$ cat config.mk
export PLATFORM = sky130hd
export DESIGN_NAME = salted_fnv1_string_hash
export DESIGN_NICKNAME = d
export VERILOG_FILES = /design/src/hdl/sfnv_pkg.sv /design/src/hdl/salted_fnv1_string_hash.sv
export VERILOG_INCLUDE_DIRS = /design/src /design/src/hdl
export SDC_FILE = /design/constraint.sdc
export NUM_CORES = 1
export LEC_CHECK = 0
export BUFFER_PORTS_ARGS = -buffer_cell sky130_fd_sc_hd__buf_2
export CAP_MARGIN = 15
export CORE_AREA = 3 3 151 124
export CTS_CLUSTER_DIAMETER = 150
export CTS_CLUSTER_SIZE = 20
export DETAILED_ROUTE_END_ITERATION = 12
export DIE_AREA = 0 0 154 127
export GPL_ROUTABILITY_DRIVEN = 0
export SLEW_MARGIN = 40
export SYNTH_ARGS = -nofsm -noshare
export SYNTH_HDL_FRONTEND = slang
export SYNTH_SLANG_ARGS = --single-unit
$ cat constraint.sdc
create_clock -name clk -period 4.9 [get_ports clk]
set_input_delay 0.98 -clock clk [delete_from_list [all_inputs] [get_ports clk]]
set_output_delay 0.98 -clock clk [all_outputs]
set_load 0.05 [all_outputs]
$ cat src/hdl/salted_fnv1_string_hash_assert.svh
// assertion macros for the salted fnv-1 string hash block
// expects clk and arst_n in the scope of each use
`ifndef SALTED_FNV1_STRING_HASH_ASSERT_SVH
`define SALTED_FNV1_STRING_HASH_ASSERT_SVH

// same-cycle implication, off while in reset
`define SFNV_ASSERT_NOW(label, ante, cons) \
	label: assert property (@(posedge clk) disable iff (!arst_n) (ante) |-> (cons)) \
		else $error("sfnv assertion failed");

// next-cycle implication, off while in reset
`define SFNV_ASSERT_NEXT(label, ante, cons) \
	label: assert property (@(posedge clk) disable iff (!arst_n) (ante) |=> (cons)) \
		else $error("sfnv assertion failed");

`endif

$ cat src/hdl/sfnv_pkg.sv
// constants and helpers for the salted fnv-1 string hash block
// no dependencies
`timescale 1ns / 1ps

package sfnv_pkg;

	localparam int unsigned HASH_W   = 32;
	localparam int unsigned CHAR_W   = 8;
	localparam int unsigned BUCKET_W = 16;

	localparam logic [HASH_W-1:0] OFFSET_BASIS = 32'h811C_9DC5;

	// default fold point, legal range 8..16
	localparam int unsigned FOLD_BITS_DEF = 16;

	// ascii upper case range
	localparam logic [CHAR_W-1:0] UPPER_A = 8'h41;
	localparam logic [CHAR_W-1:0] UPPER_Z = 8'h5A;
	localparam logic [CHAR_W-1:0] CASE_OFS = 8'h20;

	function automatic logic [CHAR_W-1:0] to_lower(input logic [CHAR_W-1:0] c);
		logic [CHAR_W-1:0] r;
		r = c;
		if (c >= UPPER_A && c <= UPPER_Z) begin
			r = c + CASE_OFS;
		end
		return r;
	endfunction

	// multiply by the fnv prime 16777619 = 2^24 + 2^8 + 2^7 + 2^4 + 2^1 + 2^0, mod 2^32
	function automatic logic [HASH_W-1:0] mul_prime(input logic [HASH_W-1:0] h);
		return h + (h << 1) + (h << 4) + (h << 7) + (h << 8) + (h << 24);
	endfunction

endpackage

$ cat src/hdl/salted_fnv1_string_hash.sv
// salted fnv-1 string hash, folded to a bucket index; top level
// depends on sfnv_pkg and salted_fnv1_string_hash_assert.svh
`timescale 1ns / 1ps
//
// usage:
//   input channel (in_valid/in_ready): one word per character, char_byte plus
//   last, which marks the final character of a string
//   output channel (out_valid/out_ready): one word per string, the 16-bit bucket
//   config channel (cfg_valid/cfg_ready): writes the 32-bit salt, always ready;
//   write it only while no string is in flight
// path: an accepted word is registered in the input register; when it advances,
//   the hash register is updated and the bucket of a last word is registered
//   in the output register that drives out_valid
// throughput: one character per cycle while no last word waits; the path is the
//   shift-add prime multiply plus the character and salt xor, input reg to hash
// stall: the output register holds one bucket; while it waits, characters that
//   are not last keep flowing, a last word waits in the input register and
//   in_ready drops until the bucket is taken
// reset: running hash to the offset basis, salt to zero, both channels empty
//
`include "salted_fnv1_string_hash_assert.svh"

module salted_fnv1_string_hash #(
	parameter int unsigned FOLD_BITS = sfnv_pkg::FOLD_BITS_DEF
) (
	input  logic                            clk,
	input  logic                            arst_n,
	// character words
	input  logic                            in_valid,
	output logic                            in_ready,
	input  logic [sfnv_pkg::CHAR_W-1:0]     char_byte,
	input  logic                            last,
	// bucket words
	output logic                            out_valid,
	input  logic                            out_ready,
	output logic [sfnv_pkg::BUCKET_W-1:0]   bucket,
	// salt register write
	input  logic                            cfg_valid,
	output logic                            cfg_ready,
	input  logic [sfnv_pkg::HASH_W-1:0]     salt
);

	// mask of the low FOLD_BITS bits for the fold
	localparam logic [sfnv_pkg::HASH_W-1:0] FOLD_MASK =
		(sfnv_pkg::HASH_W'(1) << FOLD_BITS) - sfnv_pkg::HASH_W'(1);

	// input register
	logic                            valid_s1;
	logic [sfnv_pkg::CHAR_W-1:0]     char_s1;
	logic                            last_s1;

	// state and result
	logic [sfnv_pkg::HASH_W-1:0]     salt_q;
	logic [sfnv_pkg::HASH_W-1:0]     hash_q;
	logic                            out_valid_q;
	logic [sfnv_pkg::BUCKET_W-1:0]   bucket_q;

	logic                            out_free;
	logic                            adv_s1;
	logic [sfnv_pkg::HASH_W-1:0]     hash_next;
	logic [sfnv_pkg::HASH_W-1:0]     fold_hi;
	logic [sfnv_pkg::HASH_W-1:0]     fold_lo;
	logic [sfnv_pkg::BUCKET_W-1:0]   bucket_next;

	assign cfg_ready = 1'b1;

	// output slot is free when empty or being drained this cycle
	assign out_free = !out_valid_q || out_ready;
	// a non-last character never needs the output slot
	assign adv_s1   = valid_s1 && (!last_s1 || out_free);
	assign in_ready = !valid_s1 || adv_s1;

	// mix: multiply by prime, then xor in the lower-cased character and the salt; fold to the bucket
	always_comb begin
		hash_next = sfnv_pkg::mul_prime(hash_q)
			^ {{(sfnv_pkg::HASH_W-sfnv_pkg::CHAR_W){1'b0}}, sfnv_pkg::to_lower(char_s1)}
			^ salt_q;
		fold_hi     = hash_next >> FOLD_BITS;
		fold_lo     = hash_next & FOLD_MASK;
		bucket_next = fold_hi[sfnv_pkg::BUCKET_W-1:0] ^ fold_lo[sfnv_pkg::BUCKET_W-1:0];
	end

	always_ff @(posedge clk or negedge arst_n) begin
		if (!arst_n) begin
			salt_q <= '0;
		end else if (cfg_valid && cfg_ready) begin
			salt_q <= salt;
		end
	end

	// input register control
	always_ff @(posedge clk or negedge arst_n) begin
		if (!arst_n) begin
			valid_s1 <= 1'b0;
		end else if (in_ready) begin
			valid_s1 <= in_valid;
		end
	end

	// input register payload
	always_ff @(posedge clk) begin
		if (in_ready && in_valid) begin
			char_s1 <= char_byte;
			last_s1 <= last;
		end
	end

	// running hash: back to the basis after the last character of a string
	always_ff @(posedge clk or negedge arst_n) begin
		if (!arst_n) begin
			hash_q <= sfnv_pkg::OFFSET_BASIS;
		end else if (adv_s1) begin
			hash_q <= last_s1 ? sfnv_pkg::OFFSET_BASIS : hash_next;
		end
	end

	// result register control
	always_ff @(posedge clk or negedge arst_n) begin
		if (!arst_n) begin
			out_valid_q <= 1'b0;
		end else if (adv_s1 && last_s1) begin
			out_valid_q <= 1'b1;
		end else if (out_ready) begin
			out_valid_q <= 1'b0;
		end
	end

	// result register payload
	always_ff @(posedge clk) begin
		if (adv_s1 && last_s1) begin
			bucket_q <= bucket_next;
		end
	end

	assign out_valid = out_valid_q;
	assign bucket    = bucket_q;

	// a finished string leaves a bucket pending and the hash at the basis
	`SFNV_ASSERT_NEXT(a_last_emits, adv_s1 && last_s1,
		out_valid && hash_q == sfnv_pkg::OFFSET_BASIS)
	// the input side only stalls behind a last word blocked by a full output
	`SFNV_ASSERT_NOW(a_stall_cause, !in_ready,
		valid_s1 && last_s1 && out_valid_q && !out_ready)
	// a mid-string character carries its mix into the running hash
	`SFNV_ASSERT_NEXT(a_mid_mix, adv_s1 && !last_s1, hash_q == $past(hash_next))

endmodule
Word level (Yosys, flattened, before mapping)
Index checks and enable logic that the tools add are counted.
Word-level totals
  register bits: 91
  bits in latches: 0
  bits in writable memories: 0
  ROM bits: 0
  input bits: 46
  output and inout bits: 19
  memories kept: 0
Cells by class
  $add $sub $neg: 6
  multipliers: 0
  div/mod/pow operators: 0
  $lt $le $gt $ge: 2
  equality and inequality tests: 0
  shift-type cells: 0
  muxes and demuxes: 4
  bitwise logic cells: 3
  reductions and logical operators: 11
Operator list (count)
  $add A32 B32 Y32: 5
  $mux W32: 1
  $xor A32 B32 Y32: 1
  $xor A32 B8 Y32: 1
  $xor A16 B16 Y16: 1
  $add A8 B6 Y8 const B: 1
  $ge A8 B7 Y1 const B: 1
  $le A8 B7 Y1 const B: 1
  $mux W8: 1
  $logic_and A1 B1 Y1: 4
  $logic_not A1 Y1: 3
  $logic_or A1 B1 Y1: 3
  $mux W1: 2
  $reduce_bool A2 Y1: 1

Longest topological paths before layout
Gate-level depths: netlist of the first run.
  word-level depth: 8
  gate-level depth with buffers: 17

Worst setup path before layout of the first run
OpenSTA, ideal clock, no wires.
  kind: reg2reg
  start: register hash_q[7] (netlist name)
  end: register bucket_q (netlist bit bucket[12]) (data pin)
  arrival: 4137 ps
  required time: 4634 ps
  setup slack: 497 ps
  cell stages (with the launch flop): 16
  clock period less this slack: 4403 ps
  cells stage by stage: dfstp_2 -> inv_1 -> fa_1 -> fa_1 -> fa_1 -> inv_1 -> ha_1 -> buf_6 -> and3_4 -> nor2b_1 -> a221o_1 -> o31ai_4 -> o31ai_2 -> a21oi_2 -> xnor2_1 -> xor2_1
On the way
  longest elaborated chain between the ends: 8
Ends and longest elaborated chain
  start: declaration: RTL line salted_fnv1_string_hash.sv:54  | logic [sfnv_pkg::HASH_W-1:0] hash_q;
  start signal: assignment: RTL line salted_fnv1_string_hash.sv:111  | hash_q <= sfnv_pkg::OFFSET_BASIS;
  start signal: assignment: RTL line salted_fnv1_string_hash.sv:113  | hash_q <= last_s1 ? sfnv_pkg::OFFSET_BASIS : hash_next;
  $add A32 B32 Y32 (3 in a row): RTL line sfnv_pkg.sv:32  | return h + (h << 1) + (h << 4) + (h << 7) + (h << 8) + (h << 24);
  $add A32 B32 Y32 (*) (2 in a row): RTL line sfnv_pkg.sv:32
  $xor A32 B8 Y32 (*): RTL line salted_fnv1_string_hash.sv:76  | ^ {{(sfnv_pkg::HASH_W-sfnv_pkg::CHAR_W){1'b0}}, sfnv_pkg::to_lower(char_s1)}
  $xor A32 B32 Y32 (*): RTL line salted_fnv1_string_hash.sv:77  | ^ salt_q;
  $xor A16 B16 Y16 (*): RTL line salted_fnv1_string_hash.sv:80  | bucket_next = fold_hi[sfnv_pkg::BUCKET_W-1:0] ^ fold_lo[sfnv_pkg::BUCKET_W-1:0];
  named net bucket_next (one bit): RTL line salted_fnv1_string_hash.sv:63  | logic [sfnv_pkg::BUCKET_W-1:0] bucket_next;
  end signal: assignment: RTL line salted_fnv1_string_hash.sv:131  | bucket_q <= bucket_next;
  end: declaration: RTL line salted_fnv1_string_hash.sv:56  | logic [sfnv_pkg::BUCKET_W-1:0] bucket_q;
Mark *: on every way through the listed nets, which the timed path passes. The rest lies on a longest branch.
A chain may end at the register's enable or synchronous reset.

Worst setup path in the final report of the first run
  start: register hash_q[10] (netlist name)
  end: register bucket_q (netlist bit bucket[6]) (data pin)
The elaborated chain is that of the path after synthesis.

==> reports/summary.txt, run 1 <==
Status -> complete, no violations
Endpoints failing setup -> 0
Hold depth -> 1
Synth Cell Area -> 7752 µm²
Pins Over Slew Limit -> 0
CTS tree -> yes
Number of global-route vias before repair -> 5,772
Setup slack, reg-to-reg -> 0.17 ns
Critical-path top delay cell -> dfstp_2
Yosys warnings -> 0
Largest net degree at the start of global routing -> 43
Final #Nets -> 988
# DRC -> 0
Final ANT Viol Nets -> 0
Setup Total Neg Slack -> 0 ns
WL/cell -> 18.33 µm
Syn avg cell area -> 10.78 µm²
I/O pin cnt -> 65
DIE HEIGHT -> 127 µm
Post-synth EDFFs -> 25
Post-synthesis sequential area ratio -> 31.21%
Relative max-transition margin -> 44.97%
Top cells by area, synth -> fa_1 (21%), dfrtp_1 (17%), edfxtp_1 (9.7%)
Startpoint types -> register
Multi-input logic area -> 4750 µm²
Hold endpoint -> salt_q[10]$_DFFE_PN0P_
Hold_ws -> 0.5285 ns
Hold Vio Cnt, Final -> 0
Clock sink count -> 91
Cell accounting for the most synthesized area -> fa_1
Reg area -> 2420 µm²
Max Clk Rate -> 211.2 MHz
Cells on worst reg2reg path -> 15
Worst path max stage delay -> 0.58 ns
Initial Utilization -> 44.89%
Max cap viols -> 0
RSZ-0062 raised after global routing -> false
Vias -> 5,310
Net count after synthesis -> 904
Crit Reg-Reg Endpoint -> bucket[6]$_DFFE_PP_
Layout fillers -> 1,519
Port Buffers -> 63
First drt pass iteration count -> 5
Gr ovfl total -> 0
Die ar. -> 19,560 µm²
First-pass GRT wire length -> 30,750 µm
Register bit count reported by yosys -> 91
Die Wd -> 154 µm
Least-Margin Pin Slew -> 0.8235 ns
Worst path cell trace -> clkinvlp_4 -> fa_1 -> inv_1 -> fa_1 -> inv_1 -> fa_1 -> inv_1 -> ha_1 -> buf_4 -> nand2_1 -> a32oi_1 -> o31ai_4 -> buf_4 -> xnor2_1 -> xor2_1
Most common cell after layout, fill and taps aside -> inv_1
Req. time, crit path -> 4.97 ns
Synth unique cells -> 59
Clk buf depth -> 2
Reg2Reg Launch Point -> hash_q[10]$_DFFE_PN1P_
Period utilisation layout -> 96.62%
Worst skew pair latency -> 0.36 ns
CP arrival -> 4.80 ns
Crit end category -> register
Vias per cell -> 5.140
Antenna violations before repair -> 0
Initial DRC Count -> 337
Placement row count -> 43
Ys async rst share -> 72.53%
GRT Util Overall -> 20.31%
Synth Flop Type -> dfrtp_1
Core Box Area -> 17,270 µm²
CTS Buf Count -> 9
Hold_sp -> salt_q[10]$_DFFE_PN0P_
Clock root buffer -> clkbuf_16
Ratio of cells with drive above 1 in the final layout -> 21.04%
Crit path kind -> register to register
CP max FO -> 5
WL final -> 18,940 µm
Area growth syn-to-layout -> 14.28%
Final worst clock skew -> 0.01198 ns
Diodes inserted -> 0
Clock-pin slew on the worst setup and hold paths -> 0.08 ns
Post-Syn Instances -> 719
Synth top area share -> 20.92%
Clock H-tree levels -> 3
Most frequent cells in the layout -> inv_1 (154), fa_1 (81), xnor2_1 (62), buf_2 (61), ha_1 (56)
Fin crit period -> 4.735 ns
Min-delay worst type -> register to register
DP HPWL -> 15,150 µm
state kept, by name, indices dropped and copies added, names as in the netlist:
register / count
out_valid: 1
salt_q: 32
last_s1: 1
valid_s1: 1
hash_q: 32
char_s1: 8
bucket: 16
critical path, delay by kind of cell, from the launching register on:
family	cells	cell delay, ns
AOI/OAI and AO/OA	2	0.57
xor gates and xnor gates	2	0.67
adders and majority gates	4	1.90
buffers and inverters	6	0.64
DFF	1	0.58
and+or+nand+nor	1	0.07
layout make-up:
class	instances	area share [%]
clock buffers	9	2.542
clock inverters	7	1.017
inverters	155	6.609
multi-input cells	458	53.61
flip-flops and latches	91	27.31
well taps	225	3.178
repair buffers	88	5.734
cell usage after synthesis (all sizes together) (8+ instances only):
| cell | instances |
|---|---|
| nand2 | 26 |
| inv | 155 |
| fa | 81 |
| nand3 | 9 |
| xnor2 | 66 |
| dfstp | 14 |
| xor2 | 23 |
| a21oi | 27 |
| mux2 | 32 |
| o22ai | 8 |
| o21ai | 16 |
| edfxtp | 25 |
| nor2 | 23 |
| a21o | 15 |
| dfrtp | 52 |
| ha | 58 |
| clkbuf | 9 |
logic make-up (layout without fill, tap and decap cells):
logic type / count (synthesis) / count (layout) / share of synthesized area (%)
flip-flops: 91 / 91 / 31.21
AND/OR/NAND/NOR: 89 / 89 / 5.471
AO/OA/AOI/OAI: 105 / 105 / 9.345
XOR/XNOR: 90 / 90 / 10.35
buffers and inverters: 170 / 259 / 8.392
adder cells (fa/ha/maj): 139 / 139 / 30.28
other: 1 / 1 / 0.04837
multiplexers: 34 / 34 / 4.906
layer usage:
layer	GRT usage (%)	share of wire (%)	wire (µm)
met4	5.763	1.9	355
met5	0	0	0
met1	29.31	47	8914
met3	5.317	6.7	1275
met2	30.49	44	8393
worst max-delay path by stage:
stage                                      start  slack, ns                   end  cells past startpoint
after floorplan            hash_q[7]$_DFFE_PN1P_       0.50  bucket[12]$_DFFE_PP_                     15
after global placement     hash_q[7]$_DFFE_PN1P_       0.16   bucket[8]$_DFFE_PP_                     14
after detailed placement   hash_q[7]$_DFFE_PN1P_       0.09   bucket[8]$_DFFE_PP_                     14
after CTS                  hash_q[7]$_DFFE_PN1P_       0.05   bucket[8]$_DFFE_PP_                     14
after global routing       hash_q[7]$_DFFE_PN1P_      0.004  bucket[15]$_DFFE_PP_                     14
final                     hash_q[10]$_DFFE_PN1P_       0.17   bucket[6]$_DFFE_PP_                     15
through the flow:
step                instance area, µm²  worst slack (ns)  instances  util [%]
floorplan                         7752            0.4972        719         -
global placement                  8446            0.1586       1014     48.90
detailed placement                8451           0.09403       1014     48.93
CTS                               8766           0.04630       1030     50.76
global route                      8860          0.004443       1033     51.30
finish                            8860            0.1654       1033     51.30
timing repair:
item                       CTS  global route
setup endpoints to repair    0            10
resized for setup            0            11
hold buffers                 0             0
setup buffers                0             3
Power of run 1 is left out: the tool's default activity adds up to more than one toggle a clock period on the data nets, which glitch-free logic cannot reach.
==> run 2, diff against run 1 <==
Settings changed: CORE_AREA 3 3 151 124 to 3 3 144 118, DIE_AREA 0 0 154 127 to 0 0 147 121, PLACE_DENSITY set to 0.68.
==> reports/summary.txt, run 2 (synthesized netlist as in run 1, its figures left out) <==
Status -> complete, no violations (unchanged)
DIE HEIGHT -> 121 µm (was 127 µm)
Setup Total Neg Slack -> 0 ns (unchanged)
Initial Utilization -> 49.39% (was 44.89%)
WL/cell -> 19.02 µm (was 18.33 µm)
CTS tree -> yes (unchanged)
Crit end category -> register (unchanged)
Diodes inserted -> 0 (unchanged)
Number of global-route vias before repair -> 5,798 (was 5,772)
DP HPWL -> 15,360 µm (was 15,150 µm)
Fin crit period -> 4.732 ns (was 4.735 ns)
RSZ-0062 raised after global routing -> false (unchanged)
Ratio of cells with drive above 1 in the final layout -> 19.00% (was 21.04%)
Initial DRC Count -> 309 (was 337)
Hold depth -> 1 (unchanged)
Die ar. -> 17,790 µm² (was 19,560 µm²)
Hold Vio Cnt, Final -> 0 (unchanged)
CP arrival -> 4.84 ns (was 4.80 ns)
Final #Nets -> 980 (was 988)
Multi-input logic area -> 4696 µm² (was 4750 µm²)
Min-delay worst type -> register to register (unchanged)
Antenna violations before repair -> 0 (unchanged)
Relative max-transition margin -> 45.33% (was 44.97%)
Clk buf depth -> 2 (unchanged)
Cells on worst reg2reg path -> 14 (was 15)
Reg2Reg Launch Point -> hash_q[7]$_DFFE_PN1P_ (was hash_q[10]$_DFFE_PN1P_)
Final ANT Viol Nets -> 0 (unchanged)
Hold_sp -> salt_q[8]$_DFFE_PN0P_ (was salt_q[10]$_DFFE_PN0P_)
Placement row count -> 41 (was 43)
Clock sink count -> 91 (unchanged)
Layout fillers -> 1,392 (was 1,519)
Max cap viols -> 0 (unchanged)
Core Box Area -> 15,700 µm² (was 17,270 µm²)
Hold endpoint -> salt_q[8]$_DFFE_PN0P_ (was salt_q[10]$_DFFE_PN0P_)
Area growth syn-to-layout -> 12.49% (was 14.28%)
Vias -> 5,352 (was 5,310)
Vias per cell -> 5.273 (was 5.140)
CTS Buf Count -> 9 (unchanged)
Clock H-tree levels -> 3 (unchanged)
Period utilisation layout -> 96.56% (was 96.62%)
Port Buffers -> 63 (unchanged)
Worst slack, placed -> 0.1740 ns (was 0.09403 ns)
CP max FO -> 7 (was 5)
Setup slack, reg-to-reg -> 0.17 ns (about the same)
Endpoints failing setup -> 0 (unchanged)
First-pass GRT wire length -> 31,200 µm (was 30,750 µm)
Gr ovfl total -> 0 (unchanged)
Clock root buffer -> clkbuf_16 (unchanged)
Largest net degree at the start of global routing -> 67 (was 43)
WL final -> 19,310 µm (was 18,940 µm)
Crit path kind -> register to register (unchanged)
Die Wd -> 147 µm (was 154 µm)
Startpoint types -> register (unchanged)
Least-Margin Pin Slew -> 0.8181 ns (was 0.8235 ns)
Max Clk Rate -> 211.3 MHz (was 211.2 MHz)
Most frequent cells in the layout -> inv_1 (155), fa_1 (81), xnor2_1 (66), buf_2 (63), ha_1 (57) (was inv_1 (154), fa_1 (81), xnor2_1 (62), buf_2 (61), ha_1 (56))
Final worst clock skew -> 0.01067 ns (was 0.01198 ns)
Pins Over Slew Limit -> 0 (unchanged)
Clock-pin slew on the worst setup and hold paths -> 0.07 ns (was 0.08 ns)
I/O pin cnt -> 65 (unchanged)
# DRC -> 0 (unchanged)
Reg area -> 2420 µm² (unchanged)
First drt pass iteration count -> 5 (unchanged)
Worst skew pair latency -> 0.36 ns (about the same)
GRT Util Overall -> 23.20% (was 20.31%)
Req. time, crit path -> 5.01 ns (was 4.97 ns)
Post-CTS Hold Buffers -> 0 (unchanged)
Crit Reg-Reg Endpoint -> bucket[12]$_DFFE_PP_ (was bucket[6]$_DFFE_PP_)
Worst Slack Setup Final -> 0.1685 ns (was 0.1654 ns)
Most common cell after layout, fill and taps aside -> inv_1 (unchanged)
run 2: changes by cell type in the layout (fill, tap and decap cells not counted), sizes merged:
cell	previous run	this run
buf	88	80
bufinv	1	0
clkbuf	9	10
clkinv	1	2
inv	159	158
run 2: metrics by stage:
stage / std cells / utilization, % / instance area, µm² / hold slack, ns
after floorplan: 719 / - / 7752 / 0.4979
after global placement: 997 / 53.39 / 8381 / 0.5135
after detailed placement: 997 / 53.41 / 8384 / 0.5171
after CTS: 1013 / 55.24 / 8672 / 0.5344
after global routing: 1015 / 55.56 / 8721 / 0.5420
final: 1015 / 55.56 / 8721 / 0.5314
run 2: how the worst max path moves through the flow:
stage          slack (ns)              startpoint  depth (start not counted)              endpoint
2_1_floorplan        0.50   hash_q[7]$_DFFE_PN1P_                         15  bucket[12]$_DFFE_PP_
3_3_place_gp         0.26  hash_q[10]$_DFFE_PN1P_                         16  bucket[12]$_DFFE_PP_
3_5_place_dp         0.17  hash_q[10]$_DFFE_PN1P_                         16  bucket[12]$_DFFE_PP_
4_1_cts              0.14  hash_q[10]$_DFFE_PN1P_                         16  bucket[12]$_DFFE_PP_
5_1_grt             0.005  hash_q[11]$_DFFE_PN1P_                         16  bucket[15]$_DFFE_PP_
6_report             0.17   hash_q[7]$_DFFE_PN1P_                         14  bucket[12]$_DFFE_PP_
run 2: cell type report:
type / count / share of cell area (%)
tap: 215 / 3.085
timing repair buffer: 80 / 5.352
clock buffer: 10 / 2.626
sequential: 91 / 27.75
clock inverter: 6 / 0.6743
inverter: 155 / 6.671
multi-input combinational: 458 / 53.85
run 2: routing by layer:
layer	GRT usage, %	vias to the layer above	wire length (µm)	share of wire (%)
met5	0	-	0	0
met4	5.413	0	263	1.4
met3	6.796	16	1452	7.5
met2	36.40	163	8894	46
met1	32.22	2704	8694	45
li1	-	2469	-	-
run 2: repair_timing:
action / 4_1_cts / 5_1_grt
gates resized for setup: 0 / 2
setup endpoints to repair: 0 / 2
buffers inserted: 0 / 1
run 2: critical path, stage by stage, from the launching register on:
cell and delay, ns:
dfstp_2 0.59, inv_1 0.14, fa_1 0.58, fa_1 0.45, fa_1 0.54, inv_1 0.04, ha_1 0.39, and3_4 0.24
nor2b_1 0.13, a221o_1 0.38, o31ai_4 0.34, o31ai_4 0.15, a21oi_2 0.21, xnor2_1 0.18, xor2_1 0.11
Power of run 2 is left out for the same reason.
